### config.mk
export PLATFORM = sky130hd
export DESIGN_NAME = interrupt_redirection_router_top
export DESIGN_NICKNAME = d
export VERILOG_FILES = /design/src/sv/irr_pkg.sv /design/src/sv/irr_ovr_stage.sv /design/src/sv/irr_route_stage.sv /design/src/sv/interrupt_redirection_router_top.sv
export SDC_FILE = /design/constraint.sdc
export NUM_CORES = 2
export LEC_CHECK = 0
export BUFFER_PORTS_ARGS = -buffer_cell sky130_fd_sc_hd__buf_2
export CAP_MARGIN = 0
export CORE_ASPECT_RATIO = 0.9
export CORE_UTILIZATION = 55
export DETAILED_ROUTE_END_ITERATION = 16
export GPL_TIMING_DRIVEN = 0
export HOLD_SLACK_MARGIN = 0.08
export MAX_ROUTING_LAYER = met4
export PLACE_DENSITY = 0.71
export SYNTH_ARGS = -nofsm -noshare
export SYNTH_HDL_FRONTEND = slang
export SYNTH_HIERARCHICAL = 1
export SYNTH_SLANG_ARGS = --single-unit
export TNS_END_PERCENT = 50
### constraint.sdc
create_clock -name clk -period 8.36 [get_ports clk]
set_input_delay 0.836 -clock clk [delete_from_list [all_inputs] [get_ports clk]]
set_output_delay 0.836 -clock clk [all_outputs]
set_load 0.02 [all_outputs]
### src/sv/irr_pkg.sv
// Shared types and constants for the interrupt redirection router.
package irr_pkg;

    localparam int LEGACY_CNT   = 16;
    localparam int LEGACY_IDX_W = 4;
    localparam logic [7:0] REDIR_BASE_INDEX = 8'h10;

    typedef enum logic [1:0] {
        MODE_LOAD_CTRL     = 2'd0,
        MODE_LOAD_OVR      = 2'd1,
        MODE_ROUTE_GLOBAL  = 2'd2,
        MODE_ROUTE_LEGACY  = 2'd3
    } irr_mode_t;

    typedef enum logic [1:0] {
        RES_LOAD_DONE = 2'd0,
        RES_ROUTED    = 2'd1,
        RES_MISS      = 2'd2
    } irr_res_t;

    typedef struct packed {
        irr_mode_t    mode;
        logic [2:0]   slot;
        logic         slot_valid;
        logic [31:0]  global_irq;
        logic [8:0]   pin_count;
        logic [7:0]   legacy_irq;
        logic [15:0]  trigger_flags;
        logic [7:0]   vector;
        logic [7:0]   dest_id;
        logic         masked;
    } irr_in_t;

    typedef struct packed {
        irr_res_t     result_code;
        logic [2:0]   controller;
        logic [7:0]   pin;
        logic [7:0]   low_reg_index;
        logic [63:0]  redir_entry;
    } irr_out_t;

    // Beat handed from the override stage to the route stage.
    typedef struct packed {
        irr_mode_t    mode;
        logic [2:0]   slot;
        logic         slot_valid;
        logic [31:0]  num;        // number to route, or base on a controller load
        logic [8:0]   pins;
        logic         pol_low;
        logic         trig_level;
        logic [7:0]   vector;
        logic [7:0]   dest_id;
        logic         masked;
    } irr_stage_t;

endpackage

### src/sv/irr_ovr_stage.sv
// Legacy override table and number/flags resolution stage.
module irr_ovr_stage (
    input  logic                clk,
    input  logic                rst_n,
    input  logic                in_vld,
    input  irr_pkg::irr_in_t    in_item,
    output logic                out_vld,
    output irr_pkg::irr_stage_t out_stage
);
    import irr_pkg::*;

    logic                    ovr_present_reg [LEGACY_CNT];
    logic [31:0]             ovr_target_reg  [LEGACY_CNT];
    logic [3:0]              ovr_flags_reg   [LEGACY_CNT];

    logic                    vld_reg;
    irr_stage_t              stage_reg;
    irr_stage_t              stage_next;

    logic                    idx_ok;
    logic [LEGACY_IDX_W-1:0] idx;
    logic                    ovr_load;

    assign idx_ok   = (in_item.legacy_irq[7:LEGACY_IDX_W] == '0);
    assign idx      = in_item.legacy_irq[LEGACY_IDX_W-1:0];
    assign ovr_load = in_vld && (in_item.mode == MODE_LOAD_OVR) && idx_ok;

    always_comb
    begin
        stage_next            = '0;
        stage_next.mode       = in_item.mode;
        stage_next.slot       = in_item.slot;
        stage_next.slot_valid = in_item.slot_valid;
        stage_next.pins       = in_item.pin_count;
        stage_next.vector     = in_item.vector;
        stage_next.dest_id    = in_item.dest_id;
        stage_next.masked     = in_item.masked;
        case (in_item.mode)
            MODE_ROUTE_LEGACY:
            begin
                if (idx_ok && ovr_present_reg[idx])
                begin
                    stage_next.num        = ovr_target_reg[idx];
                    stage_next.pol_low    = (ovr_flags_reg[idx][1:0] == 2'b11);
                    stage_next.trig_level = (ovr_flags_reg[idx][3:2] == 2'b11);
                end
                else
                begin
                    stage_next.num        = {24'b0, in_item.legacy_irq};
                end
            end
            default:
            begin
                stage_next.num        = in_item.global_irq;
                stage_next.pol_low    = (in_item.trigger_flags[1:0] == 2'b11);
                stage_next.trig_level = (in_item.trigger_flags[3:2] == 2'b11);
            end
        endcase
    end

    always_ff @(posedge clk or negedge rst_n)
    begin
        if (!rst_n)
        begin
            vld_reg <= 1'b0;
            for (int i = 0; i < LEGACY_CNT; i++)
            begin
                ovr_present_reg[i] <= 1'b0;
            end
        end
        else
        begin
            vld_reg <= in_vld;
            if (ovr_load)
            begin
                ovr_present_reg[idx] <= in_item.slot_valid;
            end
        end
    end

    always_ff @(posedge clk)
    begin
        if (in_vld)
        begin
            stage_reg <= stage_next;
        end
        if (ovr_load)
        begin
            ovr_target_reg[idx] <= in_item.global_irq;
            ovr_flags_reg[idx]  <= in_item.trigger_flags[3:0];
        end
    end

    assign out_vld   = vld_reg;
    assign out_stage = stage_reg;

endmodule

### src/sv/irr_route_stage.sv
// Controller table, parallel range match and result register.
module irr_route_stage #(
    parameter int NUM_CONTROLLERS = 8
) (
    input  logic                clk,
    input  logic                rst_n,
    input  logic                in_vld,
    input  irr_pkg::irr_stage_t in_stage,
    output logic                done,
    output irr_pkg::irr_out_t   result
);
    import irr_pkg::*;

    localparam int IDX_W = (NUM_CONTROLLERS > 1) ? $clog2(NUM_CONTROLLERS) : 1;

    logic [31:0]          base_reg  [NUM_CONTROLLERS];
    logic [8:0]           pins_reg  [NUM_CONTROLLERS];
    logic                 valid_reg [NUM_CONTROLLERS];

    logic                 done_reg;
    irr_out_t             result_reg;
    irr_out_t             result_next;

    logic [NUM_CONTROLLERS-1:0] hit;
    logic                 found;
    logic [IDX_W-1:0]     sel;
    logic [31:0]          pin_full;
    logic                 ctrl_load;
    logic                 is_route;

    assign ctrl_load = in_vld && (in_stage.mode == MODE_LOAD_CTRL);
    assign is_route  = (in_stage.mode == MODE_ROUTE_GLOBAL) ||
                       (in_stage.mode == MODE_ROUTE_LEGACY);

    // 33-bit end compare so a range near the top never wraps
    always_comb
    begin
        for (int i = 0; i < NUM_CONTROLLERS; i++)
        begin
            hit[i] = valid_reg[i] && (in_stage.num >= base_reg[i]) &&
                     ({1'b0, in_stage.num} < ({1'b0, base_reg[i]} + {24'b0, pins_reg[i]}));
        end
    end

    // lowest matching slot wins
    always_comb
    begin
        found = 1'b0;
        sel   = '0;
        for (int i = NUM_CONTROLLERS - 1; i >= 0; i--)
        begin
            if (hit[i])
            begin
                found = 1'b1;
                sel   = IDX_W'(i);
            end
        end
    end

    assign pin_full = in_stage.num - base_reg[sel];

    always_comb
    begin
        result_next = '0;
        if (!is_route)
        begin
            result_next.result_code = RES_LOAD_DONE;
        end
        else if (!found)
        begin
            result_next.result_code = RES_MISS;
        end
        else
        begin
            result_next.result_code   = RES_ROUTED;
            result_next.controller    = 3'(sel);
            result_next.pin           = pin_full[7:0];
            result_next.low_reg_index = REDIR_BASE_INDEX + {pin_full[6:0], 1'b0};
            result_next.redir_entry   = {in_stage.dest_id, 39'b0, in_stage.masked,
                                         in_stage.trig_level, 1'b0, in_stage.pol_low,
                                         5'b0, in_stage.vector};
        end
    end

    always_ff @(posedge clk or negedge rst_n)
    begin
        if (!rst_n)
        begin
            done_reg <= 1'b0;
            for (int i = 0; i < NUM_CONTROLLERS; i++)
            begin
                valid_reg[i] <= 1'b0;
            end
        end
        else
        begin
            done_reg <= in_vld;
            for (int i = 0; i < NUM_CONTROLLERS; i++)
            begin
                if (ctrl_load && ({29'b0, in_stage.slot} == 32'(i)))
                begin
                    valid_reg[i] <= in_stage.slot_valid;
                end
            end
        end
    end

    always_ff @(posedge clk)
    begin
        if (in_vld)
        begin
            result_reg <= result_next;
        end
        for (int i = 0; i < NUM_CONTROLLERS; i++)
        begin
            if (ctrl_load && ({29'b0, in_stage.slot} == 32'(i)))
            begin
                base_reg[i] <= in_stage.num;
                pins_reg[i] <= in_stage.pins;
            end
        end
    end

    assign done   = done_reg;
    assign result = result_reg;

endmodule

### src/sv/interrupt_redirection_router_top.sv
// Interrupt redirection router: top level with input register and two stages.
// A beat passes the input, override and result registers, then shows with done high.
// Throughput: one beat per cycle; busy is never raised, the three registers always advance.
// Table writes land in order, so a route sees every load accepted before it.
// The result is presented for exactly one cycle; the receiver cannot stall it.
// Reset clears all valid and present bits, so every controller and override starts empty.
module interrupt_redirection_router_top #(
    parameter int NUM_CONTROLLERS = 8
) (
    input  logic              clk,
    input  logic              rst_n,
    input  logic              start,
    output logic              busy,
    input  irr_pkg::irr_in_t  item,
    output logic              done,
    output irr_pkg::irr_out_t result
);
    import irr_pkg::*;

    logic       in_vld_reg;
    irr_in_t    in_reg;

    logic       mid_vld;
    irr_stage_t mid_stage;

    // input register: decouples the port from the override lookup
    always_ff @(posedge clk or negedge rst_n)
    begin
        if (!rst_n)
        begin
            in_vld_reg <= 1'b0;
        end
        else
        begin
            in_vld_reg <= start;
        end
    end

    always_ff @(posedge clk)
    begin
        if (start)
        begin
            in_reg <= item;
        end
    end

    // stage 1: override table, resolves number and flags
    irr_ovr_stage u_ovr (
        .clk       (clk),
        .rst_n     (rst_n),
        .in_vld    (in_vld_reg),
        .in_item   (in_reg),
        .out_vld   (mid_vld),
        .out_stage (mid_stage)
    );

    // stage 2: controller table, range match, entry build
    irr_route_stage #(
        .NUM_CONTROLLERS (NUM_CONTROLLERS)
    ) u_route (
        .clk      (clk),
        .rst_n    (rst_n),
        .in_vld   (mid_vld),
        .in_stage (mid_stage),
        .done     (done),
        .result   (result)
    );

    assign busy = 1'b0;

endmodule
==> metrics.txt <==
Die Span X 343 microns; dpl cell area 61600 sq um; global-route wire length before repair 219000 microns; R2R Path End u_route/result[79]; crit-path max cell delay 0.56 ns; R2R Path Start u_route/base_reg[0][1]; hold slack 0.291 ns; Reg area 33200 sq um; Max Freq 123 MHz; Filler cells 7484; Setup CP Type reg -> reg; Final Critical Period 8.11 ns; Clock Skews 0.0448 ns; CTS buffer count 109; max-slew violation count 0; number of port buffers 118; Routed WL 147000 microns; DRT Pass-1 Iters 7; crit path DAT 8.61 ns; number of global-route vias before repair 36600; IO Count 178; status complete, but fails checks; initial antenna violation count 9; FP Rows 112; clk sink count 1109; Root Driver clkbuf_16; Peak supply drop 0.226 mV; cell area after synthesis 57500 sq um; Hold Crit Class in -> reg; vias 36900; Hold EP in_reg[78]; area of the multi-input gates 23200 sq um; hpwl dp 102000 microns; nets@finish 5248; core area 104000 sq um; WHS Path Cells 1; Initial Utilization 55.5%; largest net degree at the start of global routing 48; ANT nets after route 0; max FFs per register 512; Slowest-stage cell, CP or4_4; setup violators final 0; Worst-Skew Late Latency 0.72 ns; global route total overflow 0; Hold Vio Cnt, Final 0; CTS Buffer Depth 3; final instance area 65700 sq um; area of the die 106000 sq um; Slew headroom 0.0550%; Synth Instances 4203; Worst-path clk slew 0.07 ns; Worst Path Required 8.86 ns; DRC Markers 0; CTS HTree Levels 3; WL per Instance 24.4 microns; reg2reg setup slack 0.25 ns; pwr dens 199 nW/um^2; CP max FO 10; Avg Vias per Cell 6.12; Max Cap Viol 1; Synth Area per Inst 13.7 sq um; worst slew pin tran 1.49 ns; failing checks capacitance limit; most common cell type on the critical path a21o_1; total leakage power 25.0 nW; area grow syn2layout 14.2%; gpl congestion 0.941; Tot GR Track Use 28.6%; Worst Reg-to-Reg Cells 38; fin crit share 97.1%; CP Capture Type flop; CP startpoint kind flop; Starting DRT DRC Count 3344; Die H 309 microns; CTS tree done; Yosys Warn Count 6; share of cells above drive strength 1 15.3%; hold path startpoint item[78]
[worst max path at each step]
stage | startpoint | end | slack (ns) | cells after the start
6_report | u_route/base_reg[0][1] | u_route/result[79] | 0.25 | 38
5_1_grt | u_route/base_reg[6][1] | u_route/result[79] | -0.04 | 39
4_1_cts | u_route/base_reg[2][1] | u_route/result[79] | 0.002 | 39
3_5_place_dp | u_route/base_reg[3][1] | u_route/result[79] | -1.22 | 36
3_3_place_gp | in_vld_reg | u_ovr/ovr_present_reg[13] | -1.73 | 6
2_1_floorplan | u_route/base_reg[0][1] | u_route/result[79] | 1.26 | 40
[critical path, delay by kind of cell, from the launching register on]
| family | cells | cell delay [ns] |
|---|---|---|
| simple gates | 11 | 2.28 |
| flops | 1 | 0.43 |
| xor+xnor | 2 | 0.24 |
| fa+ha+maj | 3 | 0.89 |
| compound gates | 15 | 2.85 |
| mux | 4 | 0.76 |
| buf+inv | 3 | 0.48 |
[metrics by stage]
| stage | worst slack (ns) | cells | TNS, ns | utilization, % | power [W] |
|---|---|---|---|---|---|
| finish | 0.245 | 6026 | 0 | 63.3 | 0.0131 |
| global route | -0.0381 | 6026 | -0.0381 | 63.3 | 0.0135 |
| CTS | 0.00201 | 6008 | 0 | 62.9 | 0.0131 |
| detailed placement | -1.22 | 5801 | -5.29 | 59.4 | 0.00831 |
| global placement | -1.73 | 5734 | -144.70 | 57.8 | 0.00820 |
| floorplan | 1.26 | 4248 | 0 | - | 0.00762 |
[what timing repair did]
item | CTS | global route
hold buffers | 0 | 0
resized for setup | 39 | 50
buffers inserted | 5 | 13
endpoints found under the setup margin | 9 | 5
pin swaps | 7 | 14
[per-layer routing]
layer | routed length (microns) | GRT usage, %
met1 | 58300 | 35.5
met5 | 0 | -
met3 | 10600 | 4.59
met2 | 73400 | 47.8
met4 | 4770 | 9.85
[layout make-up]
type	count	area share [%]
plain buffers	122	1.07
clock inverters	64	0.888
multi-input cells	2720	35.4
clock buffers	138	4.38
repair buffers	207	3.47
well taps	1368	2.61
flip-flops and latches	1109	50.5
inverters	295	1.69
diodes	3	0.0114
[power breakdown]
group          leakage (nW)  total [W]  switching (W)  internal (W)
clock network          1.68    0.00479        0.00213       0.00266
registers              10.2    0.00656       0.000260       0.00630
logic                  13.1    0.00175        0.00104      0.000718
total                  25.0     0.0131        0.00342       0.00968
[cell usage in the layout (no fill, tap or decap), types with 139 or more instances in the layout]
cell type and n:
o21ai_0 148, ha_1 584, nor2_1 148, a21oi_1 224, xnor2_1 218, buf_2 139
nand2_1 279, mux4_2 146, edfxtp_1 1082, inv_1 295
Power figures use the tool's default switching activity.
